==> src/rtl/core/tqs_pkg.sv <==
// ----------------------------------------------------------------------------
// tqs_pkg: shared types and constants of the text quality scorer
// Item and result payloads, counter slots, keyword table and score weights.
// ----------------------------------------------------------------------------
package tqs_pkg;

	// default counter width
	localparam int unsigned COUNT_WIDTH_DEF = 24;

	// keyword window: current byte plus history of earlier bytes
	localparam int unsigned HIST_DEPTH = 11;
	localparam int unsigned WIN_LEN    = HIST_DEPTH + 1;
	localparam int unsigned KEY_BITS   = WIN_LEN * 8;
	localparam int unsigned KEY_NUM    = 14;
	localparam int unsigned GROUP_NUM  = 5;

	// counter slots
	localparam int unsigned COUNT_NUM    = 7;
	localparam int unsigned CNT_CHAR     = 0;
	localparam int unsigned CNT_LETTER   = 1;
	localparam int unsigned CNT_DIGIT    = 2;
	localparam int unsigned CNT_PUNCT    = 3;
	localparam int unsigned CNT_WORD     = 4;
	localparam int unsigned CNT_SENTENCE = 5;
	localparam int unsigned CNT_NEWLINE  = 6;

	// score rules
	localparam int unsigned WORD_MIN       = 30;
	localparam int unsigned SENT_MIN       = 2;
	localparam int unsigned SENT_BONUS_MIN = 4;
	localparam int unsigned NEWLINE_MAX    = 80;
	localparam int unsigned LETTER_PCT     = 55;
	localparam int unsigned WLEN_LO_X2     = 7;
	localparam int unsigned WLEN_HI_X2     = 17;
	localparam int unsigned W_LETTER       = 18;
	localparam int unsigned W_WORDLEN      = 14;
	localparam int unsigned W_SENTENCE     = 12;
	localparam int unsigned W_DIGIT        = 4;
	localparam int unsigned P_PUNCT        = 25;
	localparam int unsigned P_NEWLINE      = 10;
	localparam int unsigned SCORE_MAX      = 100;
	localparam logic [6:0]  THRESH_RESET   = 7'd55;

	// keywords, right aligned: last character in the low byte
	localparam logic [KEY_BITS-1:0] KEY_TEXT [KEY_NUM] = '{
		KEY_BITS'("because"), KEY_BITS'("therefore"), KEY_BITS'("so "),
		KEY_BITS'("example"), KEY_BITS'("for instance"),
		KEY_BITS'("exercise"), KEY_BITS'("answer"), KEY_BITS'("question"),
		KEY_BITS'("step"), KEY_BITS'("first"), KEY_BITS'("then"),
		KEY_BITS'("mistake"), KEY_BITS'("remember"), KEY_BITS'("check")
	};
	localparam logic [3:0] KEY_LEN [KEY_NUM] = '{
		4'd7, 4'd9, 4'd3, 4'd7, 4'd12, 4'd8, 4'd6, 4'd8, 4'd4, 4'd5, 4'd4,
		4'd7, 4'd8, 4'd5
	};
	localparam logic [2:0] KEY_GROUP [KEY_NUM] = '{
		3'd0, 3'd0, 3'd0, 3'd1, 3'd1, 3'd2, 3'd2, 3'd2, 3'd3, 3'd3, 3'd3,
		3'd4, 3'd4, 3'd4
	};
	localparam logic [3:0] GROUP_WEIGHT [GROUP_NUM] = '{
		4'd14, 4'd12, 4'd12, 4'd10, 4'd8
	};

	typedef logic [WIN_LEN-1:0][7:0] window_t;

	typedef struct packed {
		logic [7:0] char_code;
		logic       has_char;
		logic       end_of_text;
	} in_item_t;

	typedef struct packed {
		logic [6:0] score;
		logic       keep;
	} out_item_t;

	// groups hit by a keyword that ends at the newest window byte
	function automatic logic [GROUP_NUM-1:0] key_groups(input window_t win);
		logic [GROUP_NUM-1:0] g;
		logic                 hit;
		g = '0;
		for (int k = 0; k < KEY_NUM; k++) begin
			hit = 1'b1;
			for (int j = 0; j < WIN_LEN; j++) begin
				if (j < int'(KEY_LEN[k]) && win[j] != KEY_TEXT[k][j*8 +: 8]) begin
					hit = 1'b0;
				end
			end
			if (hit) begin
				g[KEY_GROUP[k]] = 1'b1;
			end
		end
		return g;
	endfunction

endpackage

==> src/rtl/core/tqs_stream_if.sv <==
// ----------------------------------------------------------------------------
// tqs_stream_if: valid/ready channel
// One payload per transfer, taken when valid and ready are both high.
// ----------------------------------------------------------------------------
interface tqs_stream_if #(
	parameter type payload_t = logic
) ();
	logic     valid;
	logic     ready;
	payload_t payload;

	modport source (output valid, output payload, input ready);
	modport sink   (input valid, input payload, output ready);
endinterface

==> src/rtl/core/tqs_accum.sv <==
// ----------------------------------------------------------------------------
// tqs_accum: per-record statistics
// Saturating class counters, word tracking, byte history and keyword flags.
// ----------------------------------------------------------------------------
module tqs_accum #(
	parameter int unsigned COUNT_WIDTH = tqs_pkg::COUNT_WIDTH_DEF
) (
	input  logic                                                clk,
	input  logic                                                arst_n,
	input  logic                                                step,
	input  logic [7:0]                                          char_code,
	input  logic                                                has_char,
	input  logic                                                clear,
	output logic [tqs_pkg::COUNT_NUM-1:0][COUNT_WIDTH-1:0]      counts_next,
	output logic [tqs_pkg::GROUP_NUM-1:0]                       groups_next
);
	import tqs_pkg::*;

	logic [COUNT_NUM-1:0][COUNT_WIDTH-1:0] cnt_q;
	logic [HIST_DEPTH-1:0][7:0]            hist_q, hist_d;
	logic [GROUP_NUM-1:0]                  grp_q;
	logic                                  inside_q, inside_d;
	logic [COUNT_NUM-1:0]                  inc;
	logic                                  is_upper, is_letter, is_digit, is_punct, is_alnum;
	logic [7:0]                            low;
	window_t                               win;

	// byte classes and counter increments
	always_comb begin
		is_upper  = char_code >= 8'h41 && char_code <= 8'h5A;
		is_letter = is_upper || (char_code >= 8'h61 && char_code <= 8'h7A);
		is_digit  = char_code >= 8'h30 && char_code <= 8'h39;
		is_punct  = (char_code >= 8'h21 && char_code <= 8'h2F) ||
			(char_code >= 8'h3A && char_code <= 8'h40) ||
			(char_code >= 8'h5B && char_code <= 8'h60) ||
			(char_code >= 8'h7B && char_code <= 8'h7E);
		is_alnum  = is_letter || is_digit;

		inc               = '0;
		inc[CNT_CHAR]     = has_char;
		inc[CNT_LETTER]   = has_char && is_letter;
		inc[CNT_DIGIT]    = has_char && is_digit;
		inc[CNT_PUNCT]    = has_char && is_punct;
		inc[CNT_WORD]     = has_char && is_alnum && !inside_q;
		inc[CNT_SENTENCE] = has_char && (char_code == 8'h2E || char_code == 8'h3F ||
			char_code == 8'h21);
		inc[CNT_NEWLINE]  = has_char && char_code == 8'h0A;

		for (int i = 0; i < COUNT_NUM; i++) begin
			counts_next[i] = (inc[i] && cnt_q[i] != '1) ? cnt_q[i] + 1'b1 : cnt_q[i];
		end
		inside_d = has_char ? is_alnum : inside_q;
	end

	// lowercased window and keyword match
	always_comb begin
		low         = is_upper ? char_code + 8'd32 : char_code;
		win         = {hist_q, low};
		hist_d      = has_char ? win[HIST_DEPTH-1:0] : hist_q;
		groups_next = has_char ? (grp_q | key_groups(win)) : grp_q;
	end

	// state update, cleared after the last item of a record
	always_ff @(posedge clk or negedge arst_n) begin
		if (!arst_n) begin
			cnt_q    <= '0;
			hist_q   <= '0;
			grp_q    <= '0;
			inside_q <= 1'b0;
		end else if (step) begin
			if (clear) begin
				cnt_q    <= '0;
				hist_q   <= '0;
				grp_q    <= '0;
				inside_q <= 1'b0;
			end else begin
				cnt_q    <= counts_next;
				hist_q   <= hist_d;
				grp_q    <= groups_next;
				inside_q <= inside_d;
			end
		end
	end

	// end of record leaves clean state
	assert property (@(posedge clk) disable iff (!arst_n)
		step && clear |=> cnt_q == '0 && grp_q == '0 && !inside_q)
		else $error("tqs_accum: state not cleared after end of record");

	// letters and digits are subsets of characters
	assert property (@(posedge clk) disable iff (!arst_n)
		cnt_q[CNT_LETTER] <= cnt_q[CNT_CHAR] && cnt_q[CNT_DIGIT] <= cnt_q[CNT_CHAR])
		else $error("tqs_accum: class count above character count");

	// an item without a byte changes no counter
	assert property (@(posedge clk) disable iff (!arst_n)
		step && !has_char && !clear |=> $stable(cnt_q) && $stable(grp_q))
		else $error("tqs_accum: counters moved on an empty item");

endmodule

==> src/rtl/core/tqs_score.sv <==
// ----------------------------------------------------------------------------
// tqs_score: record score and keep decision
// Integer ratio tests on the record statistics, clamped to 0..100.
// ----------------------------------------------------------------------------
module tqs_score #(
	parameter int unsigned COUNT_WIDTH = tqs_pkg::COUNT_WIDTH_DEF
) (
	input  logic [tqs_pkg::COUNT_NUM-1:0][COUNT_WIDTH-1:0] counts,
	input  logic [tqs_pkg::GROUP_NUM-1:0]                  groups,
	input  logic [6:0]                                     keep_threshold,
	output logic [6:0]                                     score,
	output logic                                           keep
);
	import tqs_pkg::*;

	localparam int unsigned PW = COUNT_WIDTH + 7;

	logic [PW-1:0] chars_w, letters_w, words_w, punct_w;
	logic          gate, letter_ok, wordlen_ok, punct_bad;
	logic [6:0]    pos, diff;
	logic [5:0]    neg;

	// ratio tests by cross multiplication
	always_comb begin
		chars_w   = PW'(counts[CNT_CHAR]);
		letters_w = PW'(counts[CNT_LETTER]);
		words_w   = PW'(counts[CNT_WORD]);
		punct_w   = PW'(counts[CNT_PUNCT]);

		gate       = counts[CNT_WORD] >= COUNT_WIDTH'(WORD_MIN) &&
			counts[CNT_SENTENCE] >= COUNT_WIDTH'(SENT_MIN);
		letter_ok  = letters_w * PW'(SCORE_MAX) > chars_w * PW'(LETTER_PCT);
		wordlen_ok = letters_w * PW'(2) >= words_w * PW'(WLEN_LO_X2) &&
			letters_w * PW'(2) <= words_w * PW'(WLEN_HI_X2);
		// punct > floor(chars / 3) is the same as 3 * punct > chars
		punct_bad  = punct_w * PW'(3) > chars_w;
	end

	// bonus and penalty sums, then clamp
	always_comb begin
		pos = '0;
		neg = '0;
		if (letter_ok) pos = pos + 7'(W_LETTER);
		if (wordlen_ok) pos = pos + 7'(W_WORDLEN);
		if (counts[CNT_SENTENCE] >= COUNT_WIDTH'(SENT_BONUS_MIN)) pos = pos + 7'(W_SENTENCE);
		for (int g = 0; g < GROUP_NUM; g++) begin
			if (groups[g]) pos = pos + 7'(GROUP_WEIGHT[g]);
		end
		if (counts[CNT_DIGIT] != '0) pos = pos + 7'(W_DIGIT);
		if (punct_bad) neg = neg + 6'(P_PUNCT);
		if (counts[CNT_NEWLINE] > COUNT_WIDTH'(NEWLINE_MAX)) neg = neg + 6'(P_NEWLINE);

		diff = pos - 7'(neg);
		if (!gate || pos <= 7'(neg)) begin
			score = '0;
		end else if (diff > 7'(SCORE_MAX)) begin
			score = 7'(SCORE_MAX);
		end else begin
			score = diff;
		end
		keep = score >= keep_threshold;
	end

endmodule

==> src/rtl/core/text_quality_scorer_unit.sv <==
// ----------------------------------------------------------------------------
// text_quality_scorer_unit: streaming text quality scorer
// Scores one text record, one byte per transfer, with a keep flag.
// ----------------------------------------------------------------------------
// Takes one byte per cycle with no gaps of its own; a record may follow the
// previous one directly. The result of a record is offered once its last
// item has passed through the input register, then the statistics snapshot,
// then the result register. Backpressure on the result side stalls the
// input only once both the snapshot and the result register hold records.
// keep_threshold is written through cfg_wr_en/cfg_wr_data; the user must do
// so only while no record is in flight, as the block does not enforce it.
module text_quality_scorer_unit #(
	parameter int unsigned COUNT_WIDTH = tqs_pkg::COUNT_WIDTH_DEF
) (
	input  logic       clk,
	input  logic       arst_n,
	tqs_stream_if.sink   item,
	tqs_stream_if.source result,
	input  logic       cfg_wr_en,
	input  logic [6:0] cfg_wr_data
);
	import tqs_pkg::*;

	logic                                  valid_s1;
	in_item_t                              item_s1;
	logic                                  valid_s2;
	logic [COUNT_NUM-1:0][COUNT_WIDTH-1:0] counts_s2;
	logic [GROUP_NUM-1:0]                  groups_s2;
	logic                                  out_valid_q;
	out_item_t                             out_q;
	logic [6:0]                            thresh_q;

	logic [COUNT_NUM-1:0][COUNT_WIDTH-1:0] counts_next;
	logic [GROUP_NUM-1:0]                  groups_next;
	logic [6:0]                            score_c;
	logic                                  keep_c;
	logic                                  ready_out, fire_s1, fire_s2, take_in;

	// pipeline flow control
	always_comb begin
		ready_out = !out_valid_q || result.ready;
		fire_s2   = valid_s2 && ready_out;
		fire_s1   = valid_s1 && (!item_s1.end_of_text || !valid_s2 || ready_out);
		take_in   = item.valid && item.ready;
	end
	assign item.ready     = !valid_s1 || fire_s1;
	assign result.valid   = out_valid_q;
	assign result.payload = out_q;

	// record statistics
	tqs_accum #(
		.COUNT_WIDTH (COUNT_WIDTH)
	) u_accum (
		.clk         (clk),
		.arst_n      (arst_n),
		.step        (fire_s1),
		.char_code   (item_s1.char_code),
		.has_char    (item_s1.has_char),
		.clear       (item_s1.end_of_text),
		.counts_next (counts_next),
		.groups_next (groups_next)
	);

	// score of the snapshot
	tqs_score #(
		.COUNT_WIDTH (COUNT_WIDTH)
	) u_score (
		.counts         (counts_s2),
		.groups         (groups_s2),
		.keep_threshold (thresh_q),
		.score          (score_c),
		.keep           (keep_c)
	);

	// valid bits and threshold register
	always_ff @(posedge clk or negedge arst_n) begin
		if (!arst_n) begin
			valid_s1    <= 1'b0;
			valid_s2    <= 1'b0;
			out_valid_q <= 1'b0;
			thresh_q    <= THRESH_RESET;
		end else begin
			if (take_in) valid_s1 <= 1'b1;
			else if (fire_s1) valid_s1 <= 1'b0;

			if (fire_s1 && item_s1.end_of_text) valid_s2 <= 1'b1;
			else if (fire_s2) valid_s2 <= 1'b0;

			if (fire_s2) out_valid_q <= 1'b1;
			else if (result.ready) out_valid_q <= 1'b0;

			if (cfg_wr_en) thresh_q <= cfg_wr_data;
		end
	end

	// payload registers
	always_ff @(posedge clk) begin
		if (take_in) item_s1 <= item.payload;
		if (fire_s1 && item_s1.end_of_text) begin
			counts_s2 <= counts_next;
			groups_s2 <= groups_next;
		end
		if (fire_s2) begin
			out_q.score <= score_c;
			out_q.keep  <= keep_c;
		end
	end

	// a snapshot moved on always lands in the result register
	assert property (@(posedge clk) disable iff (!arst_n)
		fire_s2 |=> out_valid_q)
		else $error("text_quality_scorer_unit: snapshot lost");

	// a blocked snapshot stays put
	assert property (@(posedge clk) disable iff (!arst_n)
		valid_s2 && !ready_out |=> valid_s2 && $stable(counts_s2) && $stable(groups_s2))
		else $error("text_quality_scorer_unit: stalled snapshot changed");

	// a held result never exceeds full score
	assert property (@(posedge clk) disable iff (!arst_n)
		out_valid_q |-> out_q.score <= 7'(SCORE_MAX))
		else $error("text_quality_scorer_unit: score out of range");

endmodule
==> src/flat_wrapper.sv <==
// flat-port wrapper written by rule: the top's interface ports become plain ports
module text_quality_scorer_unit_flat import tqs_pkg::*;
#(
	parameter int unsigned COUNT_WIDTH = tqs_pkg::COUNT_WIDTH_DEF
)
  (clk, arst_n, cfg_wr_en, cfg_wr_data, item_valid, item_payload, item_ready, result_valid, result_payload, result_ready);
  tqs_stream_if item_i ();
  tqs_stream_if result_i ();
  input  logic clk;
  input  logic arst_n;
  input  logic cfg_wr_en;
  input  logic [6:0] cfg_wr_data;
  input wire logic [$bits(item_i.valid)-1:0] item_valid;
  input wire logic [$bits(item_i.payload)-1:0] item_payload;
  output wire logic [$bits(item_i.ready)-1:0] item_ready;
  output wire logic [$bits(result_i.valid)-1:0] result_valid;
  output wire logic [$bits(result_i.payload)-1:0] result_payload;
  input wire logic [$bits(result_i.ready)-1:0] result_ready;
  assign item_i.valid = item_valid;
  assign item_i.payload = item_payload;
  assign item_ready = item_i.ready;
  assign result_valid = result_i.valid;
  assign result_payload = result_i.payload;
  assign result_i.ready = result_ready;
  text_quality_scorer_unit #(.COUNT_WIDTH(COUNT_WIDTH)) u_core (.clk(clk), .arst_n(arst_n), .item(item_i), .result(result_i), .cfg_wr_en(cfg_wr_en), .cfg_wr_data(cfg_wr_data));
endmodule
==> config.mk <==
export PLATFORM = sky130hd
export DESIGN_NAME = text_quality_scorer_unit_flat
export DESIGN_NICKNAME = d
export VERILOG_FILES = /design/src/rtl/core/tqs_pkg.sv /design/src/rtl/core/tqs_stream_if.sv /design/src/rtl/core/tqs_accum.sv /design/src/rtl/core/tqs_score.sv /design/src/rtl/core/text_quality_scorer_unit.sv /design/src/flat_wrapper.sv
export SDC_FILE = /design/constraint.sdc
export NUM_CORES = 1
export LEC_CHECK = 0
export BUFFER_PORTS_ARGS = -buffer_cell sky130_fd_sc_hd__buf_2
export CAP_MARGIN = 30
export CORE_AREA = 10 10 47 49
export DETAILED_ROUTE_END_ITERATION = 16
export DIE_AREA = 0 0 57 59
export PLACE_DENSITY_LB_ADDON = 0.15
export SETUP_SLACK_MARGIN = 0.2
export SYNTH_ARGS = -nofsm -noshare
export SYNTH_HDL_FRONTEND = slang
export SYNTH_SLANG_ARGS = --single-unit
==> constraint.sdc <==
create_clock -name clk -period 1.28 [get_ports clk]
set_input_delay 0.256 -clock clk [delete_from_list [all_inputs] [get_ports clk]]
set_output_delay 0.256 -clock clk [all_outputs]
set_load 0.02 [all_outputs]
==> reports/qor.csv <==
metric,value,unit
Yosys reg bits,12,
post-route total power,0.840,mW
starting density of the core,34.2,%
total placed instance area,578,sq um
wire length of the first global-routing pass,1.77,mm
post-detailed-route via-to-cell ratio,4.50,
max frequency,727,MHz
RSZ-0062 raised after global routing,yes,
total power divided by cell area,1180,nW/um^2
initial antenna violation count,0,
share of cells above drive strength 1,74.1,%
complex-gate fraction of the synthesized area,3.13,%
main combinational cell family by area after synthesis,multiplexers,
final weighted congestion in routability-driven placement,0.601,
final-report hold violation count,0,
number of rows in the core area,14,
number of input and output port buffers inserted,15,
Avg WL per Cell,14.9,um
hold crit path type,in -> reg,
required time of the critical path,1020,ps
detailed-routing wirelength on met1,462,um
detailed route wirelength on metal3,82,um
remaining global-route overflow,0,
Top Ports,16,
top post-synthesis cells by area,"dfstp_2 27%, dfrtp_1 26%, mux2_2 16%",
deepest level of the CTS H-tree,1,
post-route minimum period,1380,ps
Rel. slew slack,84.9,%
count of antenna diodes in the layout,0,
number of global-route vias before repair,397,
standby leakage power,0.317,nW
run status,finished with violations,
cells along the critical path,"nand3b_1, or2_1, buf_6",
CP Launch Type,register,
"post-synthesis share of cell area spent on and, or, nand and nor gates",13.3,%
maximum number of pins on one net before global-route repair,11,
number of buffer and inverter instances along the worst setup path,1,
transition time at the pin with the least slew margin,227,ps
routed length on met2,551,um
most numerous cell types in the synthesized netlist,"7 x mux2_2, 5 x dfrtp_1, 5 x dfstp_2",
"area leader, netlist",dfstp_2,
detailed-router iteration count before antenna repair,1,
Die Footprint,3360,sq um
"critical path fanouts, max",2,
count of mapped cells out of synthesis,31,
global-route usage over all layers,7.03,%
number of library cell types mapped by synthesis,14,
violation count after the first detailed-route iteration,0,
post-route ant nets,0,
XOR/XNOR Fraction of Synth Area,0,%
worst setup margin,-95.2,ps
detailed-route DRC error count,0,
violations in the final reports,negative setup slack,
total CTS buffers,3,
Horiz. Die Dim,57,um
Max Used Layer,met4,
skew final,5.18,ps
number of warnings reported in the yosys synthesis log,0,
final wirelength,1.11,mm
fill cell count,129,
mean area per synthesized cell,15.5,sq um
Worst IR Drop VDD,0.748,mV
post-synth design cell area,479,sq um
"Seq/Total Area, Yosys",66.1,%
maximum cell stage delay along the critical path,360,ps
worst-skew pair later-pin latency,270,ps
final number of max-transition violations,0,
Total Nets Final,72,
total clock sinks,12,
signed area change from the synthesized netlist to the final layout,48.3,%
cell at the root of the clock tree,clkbuf_4,
Crit Path Class,reg -> out,
deepest clock path buffer count,2,
most numerous cell in the Yosys netlist,mux2_2,
total of endpoints with negative setup slack in the final report,3,
Post-Route Hold Slack,159,ps
placement-stage worst setup slack,98.3,ps
TritonCTS clock tree,built,
category of the worst setup path capture point,output port,
"Largest delay share family, worst path",flip-flops,
clock-pin slew reported for the worst setup and hold paths after clock tree synthesis,70,ps
CP max stage cell,dfrtp_2,
Die Span Y,59,um
ys flop type,dfstp_2,
"Non-Filler Cell Area, Final",711,sq um
total nets after synthesis,44,
number of maximum-capacitance constraint violations,0,
arrival time at the worst endpoint,1120,ps
core area,1400,sq um
adder and majority gate portion of the synthesized area,0,%
share of synthesized registers carrying an async set or reset,83.3,%
proportion of synthesized area in mux cells,16.4,%
Final Cycle Share,107,%
proportion of netlist area held by the largest area contributor,27.4,%
number of flops mapped to enable cells by yosys,2,
vias after detailed routing,333,
-- layout make-up --
| cell class | count | area, sq um | area share, % |
|---|---|---|---|
| Tap cell | 16 | 20.0 | 2.82 |
| Clock buffer | 4 | 26.3 | 3.70 |
| Multi-Input combinational cell | 18 | 168 | 23.6 |
| Timing Repair Buffer | 24 | 179 | 25.2 |
| Sequential cell | 12 | 318 | 44.7 |
-- registers in the layout, indices dropped and copies added, names as in the netlist --
signal,cells
u_core.valid_s2,1
u_core.result.valid,1
u_core.valid_s1,1
u_core.thresh_q,7
u_core.item_s1,1
u_core.result.payload,1
-- path summary, 6_finish.rpt --
kind / end / slack (ps) / startpoint / cells past startpoint
setup / recovery: item_ready / -100 / u_core.result.valid / 3
hold / removal: u_core.item_s1[0] / 160 / item_payload / 1
setup reg to reg: u_core.item_s1[0] / -30 / u_core.result.valid / 6
hold reg to reg: u_core.valid_s2 / 520 / u_core.item_s1[0] / 2
max in group asynchronous: u_core.thresh_q[0] / 620 / arst_n / 2
min in group asynchronous: u_core.valid_s2 / 400 / arst_n / 2
-- where the power goes --
part / leakage (nW) / switching (mW) / internal [mW]
clock: 0.0150 / 0.118 / 0.120
sequential: 0.130 / 0.0185 / 0.436
combinational: 0.172 / 0.0560 / 0.0911
-- logic make-up (layout without fill, tap and decap cells) --
kind of cell	Yosys count	count (layout)
flops	12	12
mux	7	7
simple gates	9	9
compound gates	2	2
buf+inv	1	28
-- per-layer routing --
layer	vias up	GRT usage, %
met5	-	0
met4	0	5.03
met3	2	3.00
met2	10	11.0
met1	156	7.45
li1	165	-
-- metrics by stage --
stage / TNS (ps) / util, % / cells
final: -143 / 50.7 / 74
after detailed placement: 0 / 41.3 / 62
after global routing: -291 / 50.7 / 74
after global placement: 0 / 41.3 / 62
after floorplan: 0 / - / 31
after CTS: -73.8 / 47.4 / 71
-- what timing repair did --
item	4_1_cts	5_1_grt
resized for setup	6	6
pin swaps	1	3
hold buffers	1	0
setup buffers	4	3
endpoints found under the setup margin	3	6
endpoints found under the hold margin	5	0
-- cell usage in the layout (no fill, tap or decap) --
cell and count:
clkbuf_4 3, dfrtp_2 1, nand2_1 2, dfrtp_1 4
nand2b_4 1, nand2b_1 1, buf_2 12, nand3b_1 1
dlygate4sd3_1 1, or2_1 1, and2_4 1, dfstp_2 5
o21a_1 1, mux2_2 7, or4_4 1, buf_4 4
nor4_2 1, buf_6 7, edfxtp_1 2, clkbuf_1 1
o21bai_1 1
No activity file was read; power rests on OpenSTA's default activity.
